File: config.mk
export PLATFORM = sky130hd
export DESIGN_NAME = multirotor_mixer_matvec
export DESIGN_NICKNAME = d
export VERILOG_FILES = /design/src/rtl/mmx_pkg.sv /design/src/rtl/mmx_lane.sv /design/src/rtl/mmx_merge.sv /design/src/rtl/multirotor_mixer_matvec.sv
export SDC_FILE = /design/constraint.sdc
export NUM_CORES = 2
export LEC_CHECK = 0
export CORE_MARGIN = 2
export CORE_UTILIZATION = 50
export CTS_BUF_LIST = sky130_fd_sc_hd__clkbuf_8
export DETAILED_ROUTE_END_ITERATION = 16
export DONT_BUFFER_PORTS = 1
export HOLD_SLACK_MARGIN = 0.15
export PLACE_DENSITY = 0.67
export SLEW_MARGIN = 20
export SYNTH_ARGS = -nofsm -noshare
export SYNTH_HDL_FRONTEND = slang
export SYNTH_HIERARCHICAL = 1
export SYNTH_SLANG_ARGS = --single-unit
File: constraint.sdc
create_clock -name clk_i -period 20.3 [get_ports clk_i]
set_input_delay 1.015 -clock clk_i [delete_from_list [all_inputs] [get_ports clk_i]]
set_output_delay 1.015 -clock clk_i [all_outputs]
set_load 0.1 [all_outputs]
File: src/rtl/mmx_pkg.sv
// Shared types and constants for the multirotor mixer.
// Used by every module of the block; depends on nothing else.
`default_nettype none

package mmx_pkg;

  localparam int AXES         = 4;
  localparam int FRAC_BITS    = 12;
  localparam int COEF_W       = 16;
  localparam int DEM_W        = 16;
  localparam int CMD_W        = 16;
  localparam int MOTOR_W      = 3;
  localparam int AXIS_W       = 2;
  localparam int CNT_W        = 4;
  localparam int RESULT_LIMIT = 8;
  localparam int PROD_W       = COEF_W + DEM_W;
  localparam int SUM_W        = PROD_W + 2;

  typedef enum logic {
    OP_LOAD    = 1'b0,
    OP_COMPUTE = 1'b1
  } op_e;

  // One coefficient write, broadcast to all lanes.
  typedef struct packed {
    logic                     en;
    logic [AXIS_W-1:0]        axis;
    logic [MOTOR_W-1:0]       row;
    logic signed [COEF_W-1:0] coef;
  } coef_wr_t;

  // Control that travels with the lane products into the merge stage.
  typedef struct packed {
    logic               valid;
    logic [MOTOR_W-1:0] motor;
    logic               last;
  } tag_t;

  typedef logic signed [PROD_W-1:0] prod_t;

endpackage

`default_nettype wire

File: src/rtl/mmx_lane.sv
// One axis lane: holds that axis column of the coefficient table and
// multiplies the selected row by the lane's demand. Depends on mmx_pkg.
`default_nettype none

module mmx_lane
  import mmx_pkg::*;
#(
  parameter int LANE  = 0,
  parameter int SLOTS = 8,
  parameter int ROW_W = 3
) (
  input  wire logic                    clk_i,
  input  wire logic                    rst_ni,
  input  wire coef_wr_t                wr_i,
  input  wire logic                    rd_en_i,
  input  wire logic [ROW_W-1:0]        rd_row_i,
  input  wire logic signed [DEM_W-1:0] demand_i,
  output      prod_t                   product_o
);

  logic signed [COEF_W-1:0] column_q [SLOTS];
  prod_t                    product_q;
  logic                     wr_hit;
  logic [ROW_W-1:0]         wr_row;

  assign wr_hit = wr_i.en && (wr_i.axis == AXIS_W'(LANE)) && (32'(wr_i.row) < SLOTS);
  assign wr_row = ROW_W'(wr_i.row);

  // The column resets to zero, as the table does.
  always_ff @(posedge clk_i or negedge rst_ni) begin
    if (!rst_ni) begin
      for (int i = 0; i < SLOTS; i++) begin
        column_q[i] <= '0;
      end
    end else if (wr_hit) begin
      column_q[wr_row] <= wr_i.coef;
    end
  end

  always_ff @(posedge clk_i) begin
    if (rd_en_i) begin
      product_q <= column_q[rd_row_i] * demand_i;
    end
  end

  assign product_o = product_q;

endmodule

`default_nettype wire

File: src/rtl/mmx_merge.sv
// Merge stage: adds the four lane products, shifts out the fraction
// (floor) and saturates into the output register. Depends on mmx_pkg.
`default_nettype none

module mmx_merge
  import mmx_pkg::*;
(
  input  wire logic                    clk_i,
  input  wire logic                    rst_ni,
  input  wire logic                    advance_i,
  input  wire tag_t                    tag_i,
  input  wire prod_t                   products_i [AXES],
  output      logic                    out_valid_o,
  output      logic [MOTOR_W-1:0]      motor_number_o,
  output      logic signed [CMD_W-1:0] motor_command_o,
  output      logic                    last_o
);

  localparam logic signed [SUM_W-1:0] CmdMax = SUM_W'((2 ** (CMD_W - 1)) - 1);
  localparam logic signed [SUM_W-1:0] CmdMin = -SUM_W'(2 ** (CMD_W - 1));

  logic signed [SUM_W-1:0] sum;
  logic signed [SUM_W-1:0] shifted;
  logic signed [CMD_W-1:0] cmd;
  logic                    valid_q;
  logic [MOTOR_W-1:0]      motor_q;
  logic signed [CMD_W-1:0] cmd_q;
  logic                    last_q;

  always_comb begin
    sum = '0;
    for (int a = 0; a < AXES; a++) begin
      sum = sum + SUM_W'(products_i[a]);
    end
    shifted = sum >>> FRAC_BITS;
    if (shifted > CmdMax) begin
      cmd = CMD_W'(CmdMax);
    end else if (shifted < CmdMin) begin
      cmd = CMD_W'(CmdMin);
    end else begin
      cmd = CMD_W'(shifted);
    end
  end

  always_ff @(posedge clk_i or negedge rst_ni) begin
    if (!rst_ni) begin
      valid_q <= 1'b0;
    end else if (advance_i) begin
      valid_q <= tag_i.valid;
    end
  end

  always_ff @(posedge clk_i) begin
    if (advance_i && tag_i.valid) begin
      motor_q <= tag_i.motor;
      cmd_q   <= cmd;
      last_q  <= tag_i.last;
    end
  end

  assign out_valid_o     = valid_q;
  assign motor_number_o  = motor_q;
  assign motor_command_o = cmd_q;
  assign last_o          = last_q;

endmodule

`default_nettype wire

File: src/rtl/multirotor_mixer_matvec.sv
// Top level of the multirotor mixer: row sequencer, four axis lanes and
// the merge stage. Depends on mmx_pkg, mmx_lane and mmx_merge.
//
//   Channel  Direction  Handshake                  Payload
//   cfg      in         cfg_wr_en_i                cfg_wr_data_i (motor_count)
//   in       in         in_valid_i / in_stall_o    operation_i .. demand_3_i
//   out      out        out_valid_o / out_stall_i  motor_number_o, motor_command_o, last_o
//
// A load transfer writes the coefficient at the edge that takes it. A compute
// transfer holds the input stalled until n motor rows, n being the clamped
// motor count, have issued to all four lanes, one row per cycle while the output
// does not stall; each result passes the lane product registers, then the merge
// output register. The row counter is the limit: one motor command per unstalled cycle.
// Output stalls freeze the lanes, the merge stage and the row counter together.
// Reset clears the coefficient table and sets motor_count to four at once.
`default_nettype none

module multirotor_mixer_matvec
  import mmx_pkg::*;
#(
  parameter int MOTOR_SLOTS = 8
) (
  input  wire logic                      clk_i,
  input  wire logic                      rst_ni,
  input  wire logic                      cfg_wr_en_i,
  input  wire logic [CNT_W-1:0]          cfg_wr_data_i,
  input  wire logic                      in_valid_i,
  output      logic                      in_stall_o,
  input  wire logic                      operation_i,
  input  wire logic [MOTOR_W-1:0]        motor_index_i,
  input  wire logic [AXIS_W-1:0]         axis_index_i,
  input  wire logic signed [COEF_W-1:0]  coefficient_i,
  input  wire logic signed [DEM_W-1:0]   demand_0_i,
  input  wire logic signed [DEM_W-1:0]   demand_1_i,
  input  wire logic signed [DEM_W-1:0]   demand_2_i,
  input  wire logic signed [DEM_W-1:0]   demand_3_i,
  output      logic                      out_valid_o,
  input  wire logic                      out_stall_i,
  output      logic [MOTOR_W-1:0]        motor_number_o,
  output      logic signed [CMD_W-1:0]   motor_command_o,
  output      logic                      last_o
);

  localparam int ROW_W     = (MOTOR_SLOTS > 1) ? $clog2(MOTOR_SLOTS) : 1;
  localparam int RUN_LIMIT = (MOTOR_SLOTS < RESULT_LIMIT) ? MOTOR_SLOTS : RESULT_LIMIT;

  logic [CNT_W-1:0]        motor_count_q;
  logic                    run_q, run_d;
  logic [ROW_W-1:0]        row_q, row_d;
  logic [CNT_W-1:0]        n_q, n_d;
  logic [CNT_W-1:0]        n_lim;
  logic signed [DEM_W-1:0] demand_q [AXES];
  tag_t                    tag_q;
  coef_wr_t                coef_wr;
  prod_t                   products [AXES];
  logic                    in_xfer;
  logic                    compute_xfer;
  logic                    advance;
  logic                    issue;
  logic                    last_row;

  // The input is held off only while motor rows are still being issued.
  assign in_stall_o   = run_q;
  assign in_xfer      = in_valid_i && !run_q;
  assign compute_xfer = in_xfer && (op_e'(operation_i) == OP_COMPUTE);

  assign coef_wr.en   = in_xfer && (op_e'(operation_i) == OP_LOAD);
  assign coef_wr.axis = axis_index_i;
  assign coef_wr.row  = motor_index_i;
  assign coef_wr.coef = coefficient_i;

  // The whole result pipeline moves when the output register is free.
  assign advance  = !out_valid_o || !out_stall_i;
  assign issue    = run_q && advance;
  assign last_row = ((CNT_W'(row_q) + CNT_W'(1)) == n_q);

  // Motor counts above the table size or the result limit are clamped.
  assign n_lim = (motor_count_q > CNT_W'(RUN_LIMIT)) ? CNT_W'(RUN_LIMIT) : motor_count_q;

  always_ff @(posedge clk_i or negedge rst_ni) begin
    if (!rst_ni) begin
      motor_count_q <= CNT_W'(4);
    end else if (cfg_wr_en_i) begin
      motor_count_q <= cfg_wr_data_i;
    end
  end

  // Row sequencer: a zero motor count starts no run at all.
  always_comb begin
    run_d = run_q;
    row_d = row_q;
    n_d   = n_q;
    if (issue) begin
      if (last_row) begin
        run_d = 1'b0;
      end else begin
        row_d = row_q + ROW_W'(1);
      end
    end
    if (compute_xfer) begin
      run_d = (n_lim != '0);
      row_d = '0;
      n_d   = n_lim;
    end
  end

  always_ff @(posedge clk_i or negedge rst_ni) begin
    if (!rst_ni) begin
      run_q <= 1'b0;
      row_q <= '0;
      n_q   <= '0;
    end else begin
      run_q <= run_d;
      row_q <= row_d;
      n_q   <= n_d;
    end
  end

  always_ff @(posedge clk_i) begin
    if (compute_xfer) begin
      demand_q[0] <= demand_0_i;
      demand_q[1] <= demand_1_i;
      demand_q[2] <= demand_2_i;
      demand_q[3] <= demand_3_i;
    end
  end

  // The tag follows the products that the lanes register on the same edge.
  always_ff @(posedge clk_i or negedge rst_ni) begin
    if (!rst_ni) begin
      tag_q <= '0;
    end else if (advance) begin
      tag_q.valid <= issue;
      tag_q.motor <= MOTOR_W'(row_q);
      tag_q.last  <= last_row;
    end
  end

  for (genvar a = 0; a < AXES; a++) begin : g_lane
    mmx_lane #(
      .LANE  (a),
      .SLOTS (MOTOR_SLOTS),
      .ROW_W (ROW_W)
    ) u_lane (
      .clk_i     (clk_i),
      .rst_ni    (rst_ni),
      .wr_i      (coef_wr),
      .rd_en_i   (issue),
      .rd_row_i  (row_q),
      .demand_i  (demand_q[a]),
      .product_o (products[a])
    );
  end

  mmx_merge u_merge (
    .clk_i           (clk_i),
    .rst_ni          (rst_ni),
    .advance_i       (advance),
    .tag_i           (tag_q),
    .products_i      (products),
    .out_valid_o     (out_valid_o),
    .motor_number_o  (motor_number_o),
    .motor_command_o (motor_command_o),
    .last_o          (last_o)
  );

endmodule

`default_nettype wire

==> flow_summary.json <==
{
  "maxClockFrequency_ghz": 0.115,
  "final_area_sq_um": 78500,
  "routed_wl_mm": 178,
  "cp.required_ns": 20.90,
  "clk_latency_ns": 0.88,
  "drive_gt1_frac": 0.152,
  "hpwl_mm": 134,
  "ant_nets": 0,
  "maxSlewViolCount": 0,
  "dpl_cell_area_sq_um": 75700,
  "maxCapViolations": 0,
  "critical_path_buf_inv_count": 4,
  "critPathMaxFanout": 100,
  "synth_xor_area_frac": 0.0192,
  "rows": 141,
  "h-tree-depth": 3,
  "first_pass_iters": 6,
  "drt_iter0_markers": 2895,
  "cts_tree": "built",
  "final-seq-area_sq_um": 19600,
  "synthAdderAreaFrac": 0.361,
  "setup_viol": 0,
  "netlist_area_sq_um": 74100,
  "crit_slowest_cell": "fa_1",
  "netlist_instances": 6564,
  "grtUsageTotal": 0.244,
  "grt_pass1_wl_mm": 288,
  "die_x_microns": 389,
  "cts_setup_buffers": 0,
  "finalCriticalPeriod_ns": 8.69,
  "cp-start-kind": "flip-flop",
  "avgSynthCellArea_sq_um": 11.3,
  "hold_viol_final": 0,
  "syn_nets": 8131,
  "fin_nets": 8058,
  "floorplan.initialDensity": 0.502,
  "ys_ff_latch": 742,
  "overflow": 0,
  "yosysWarningCount": 6,
  "cp_slowest_stage_delay_ns": 0.94,
  "worst_setup_path_end_kind": "flip-flop",
  "cts-root-buf": "clkbuf_8",
  "drc": 0,
  "synthSimpleGateAreaFrac": 0.0954,
  "path_cells": "buf_12 > mux4_2 > mux2_2 > nand2_1 > inv_2 > fa_1 > fa_1 > fa_1 > fa_1 > fa_1 > inv_1 > fa_1 > inv_1 > ha_1 > o21ai_0 > nand2b_1 > a21oi_1 > a21oi_1 > a31oi_4 > o21ai_1 > xor2_1",
  "holdBufCountCts": 3,
  "muxShareOfSynthArea": 0.130,
  "cts_resized": 0,
  "syn_to_final_growth_pct": 5.94,
  "cts.reportedPaths.clkPinSlew_ns": 0.08,
  "synth-compound-area-share": 0.0425,
  "synth.largest_area_cell": "fa_1",
  "crit_arrival_ns": 9.29,
  "ys_seq_area_frac": 0.265,
  "holdPathStages": 0,
  "cts-buffers-inserted": 120,
  "async_flop_share": 0.714,
  "grt_pass1_vias": 51100,
  "cp.depth": 21,
  "synth_area_leaders": "fa_1, dfrtp_1, edfxtp_1, mux2_2, inv_1",
  "die_area_sq_um": 151000,
  "die_y_microns": 389,
  "fin_skew_ns": 0.0825,
  "synth_top_family_by_area": "adder cells",
  "finalSetupTns_ns": 0,
  "reg2reg_depth": 21,
  "slew_headroom": 0.243,
  "hold_class": "in -> reg",
  "cp_top_family": "adder cells",
  "yosysTopAreaCellShare": 0.300,
  "vias": 46200,
  "synthFlopType": "dfrtp_1",
  "crit_top_cell": "fa_1",
  "yosysUniqueCellTypes": 112,
  "worst-setup-path-type": "reg -> reg",
  "worstMarginPinSlew_ns": 1.13,
  "synth-edff-count": 212,
  "num_io_pins": 117,
  "port_buffers": 0,
  "post_drt_wl_per_cell_microns": 20.9,
  "via_per_inst": 5.42,
  "grt_max_degree": 531,
  "grt_setup_unrepaired": "false",
  "place.gp.congestion": 0.894,
  "multi_input_area_sq_um": 48100,
  "core-area_sq_um": 147000,
  "nFillCells": 12800,
  "cts_buffer_depth": 3,
  "cts.sinks": 742,
  "antenna_found_initial": 14,
  "finalCritPeriodShare": 0.428,
  "outcome": "finished clean"
}
==> Yosys cell counts (13+ instances only) <==
cell / n
and2_1: 370
ha_1: 360
o21ai_1: 24
buf_6: 13
nor2b_1: 146
mux2_1: 20
o21bai_1: 25
a21o_1: 44
and3_1: 16
edfxtp_1: 212
a211oi_1: 13
clkbuf_1: 111
dfrtp_1: 529
nor3_1: 24
o21ai_0: 68
mux2_2: 553
inv_1: 1415
fa_1: 1112
buf_2: 77
nand4_1: 13
nand3_1: 30
xor2_1: 39
nor2_1: 105
nand2b_1: 78
a21oi_1: 150
nand2_1: 504
buf_4: 16
xnor2_1: 119
mux4_2: 128
==> placed cells by master (no fill, tap or decap), types with 13 or more instances in the layout <==
master    instances
a211oi_1         13
a21o_1           44
a21oi_1         150
and2_1          370
and3_1           16
buf_4            26
clkbuf_8        148
clkinv_2         13
dfrtp_1         526
edfxtp_1        212
fa_1           1112
ha_1            360
inv_1          1452
mux2_1           20
mux2_2          553
mux4_2          128
nand2_1         504
nand2b_1         78
nand3_1          30
nand4_1          13
nor2_1          105
nor2b_1         146
nor3_1           24
o21ai_0          68
o21ai_1          24
o21bai_1         25
xnor2_1         119
xor2_1           39
==> final cells by class <==
type | count | share of cell area
Clock inverter | 77 | 0.00789
Antenna cell | 6 | 0.000191
Tap cell | 1930 | 0.0308
Multi-Input combinational cell | 4171 | 0.612
Sequential cell | 742 | 0.250
Inverter | 1420 | 0.0679
Timing Repair Buffer | 36 | 0.00493
Clock buffer | 148 | 0.0259
==> through the flow <==
step	cells	hold WS [ns]	setup slack, ns	util
floorplan	6564	0.421	13.00	-
finish	8530	0.238	11.61	0.532
global placement	8291	0.430	11.58	0.513
global route	8526	0.191	11.05	0.532
CTS	8519	0.156	11.44	0.531
detailed placement	8291	0.433	11.50	0.513
==> kinds of logic (layout without fill, tap and decap cells) <==
| family | count (synthesis) | in the layout |
|---|---|---|
| multiplexers | 720 | 720 |
| AND/OR/NAND/NOR | 1358 | 1358 |
| other | 0 | 6 |
| XOR/XNOR | 160 | 160 |
| AO/OA/AOI/OAI | 461 | 461 |
| flip-flops | 742 | 742 |
| buffers and inverters | 1651 | 1681 |
| adder cells (fa/ha/maj) | 1472 | 1472 |
==> state kept, by name, indices dropped and copies added, names as in the netlist <==
register and flops:
demand_q 64, g_lane.u_lane/column_q 512, g_lane.u_lane/product_o 128, in_stall_o 1, motor_count_q 4, n_q 4
row_q 3, tag_q 5, u_merge/last_o 1, u_merge/motor_command_o 16, u_merge/motor_number_o 3, u_merge/out_valid_o 1
==> final timing paths <==
| check | from | slack, ns | to |
|---|---|---|---|
| worst max-delay path | row_q[0] | 11.61 | g_lane[3].u_lane/product_o[29] |
| worst min-delay path | demand_0_i[12] | 0.24 | demand_q[0][12] |
| worst max register to register | row_q[0] | 11.61 | g_lane[3].u_lane/product_o[29] |
| worst min register to register | tag_q[3] | 0.45 | u_merge/motor_number_o[2] |
| max in group asynchronous | rst_ni | 17.17 | g_lane[0].u_lane/column_q[41] |
| min in group asynchronous | rst_ni | 0.75 | g_lane[1].u_lane/column_q[106] |
==> layer usage <==
metal  part of all wire  global-route usage  vias up
li1                   -                   -    20500
met1               0.42               0.326    24200
met2               0.49               0.411     1181
met3              0.056              0.0383      307
met4              0.031              0.0764       14
met5            0.00056                   0        -
Power is not shown: default switching activity piles up to over one toggle a cycle in this logic, so the estimate is an artifact.
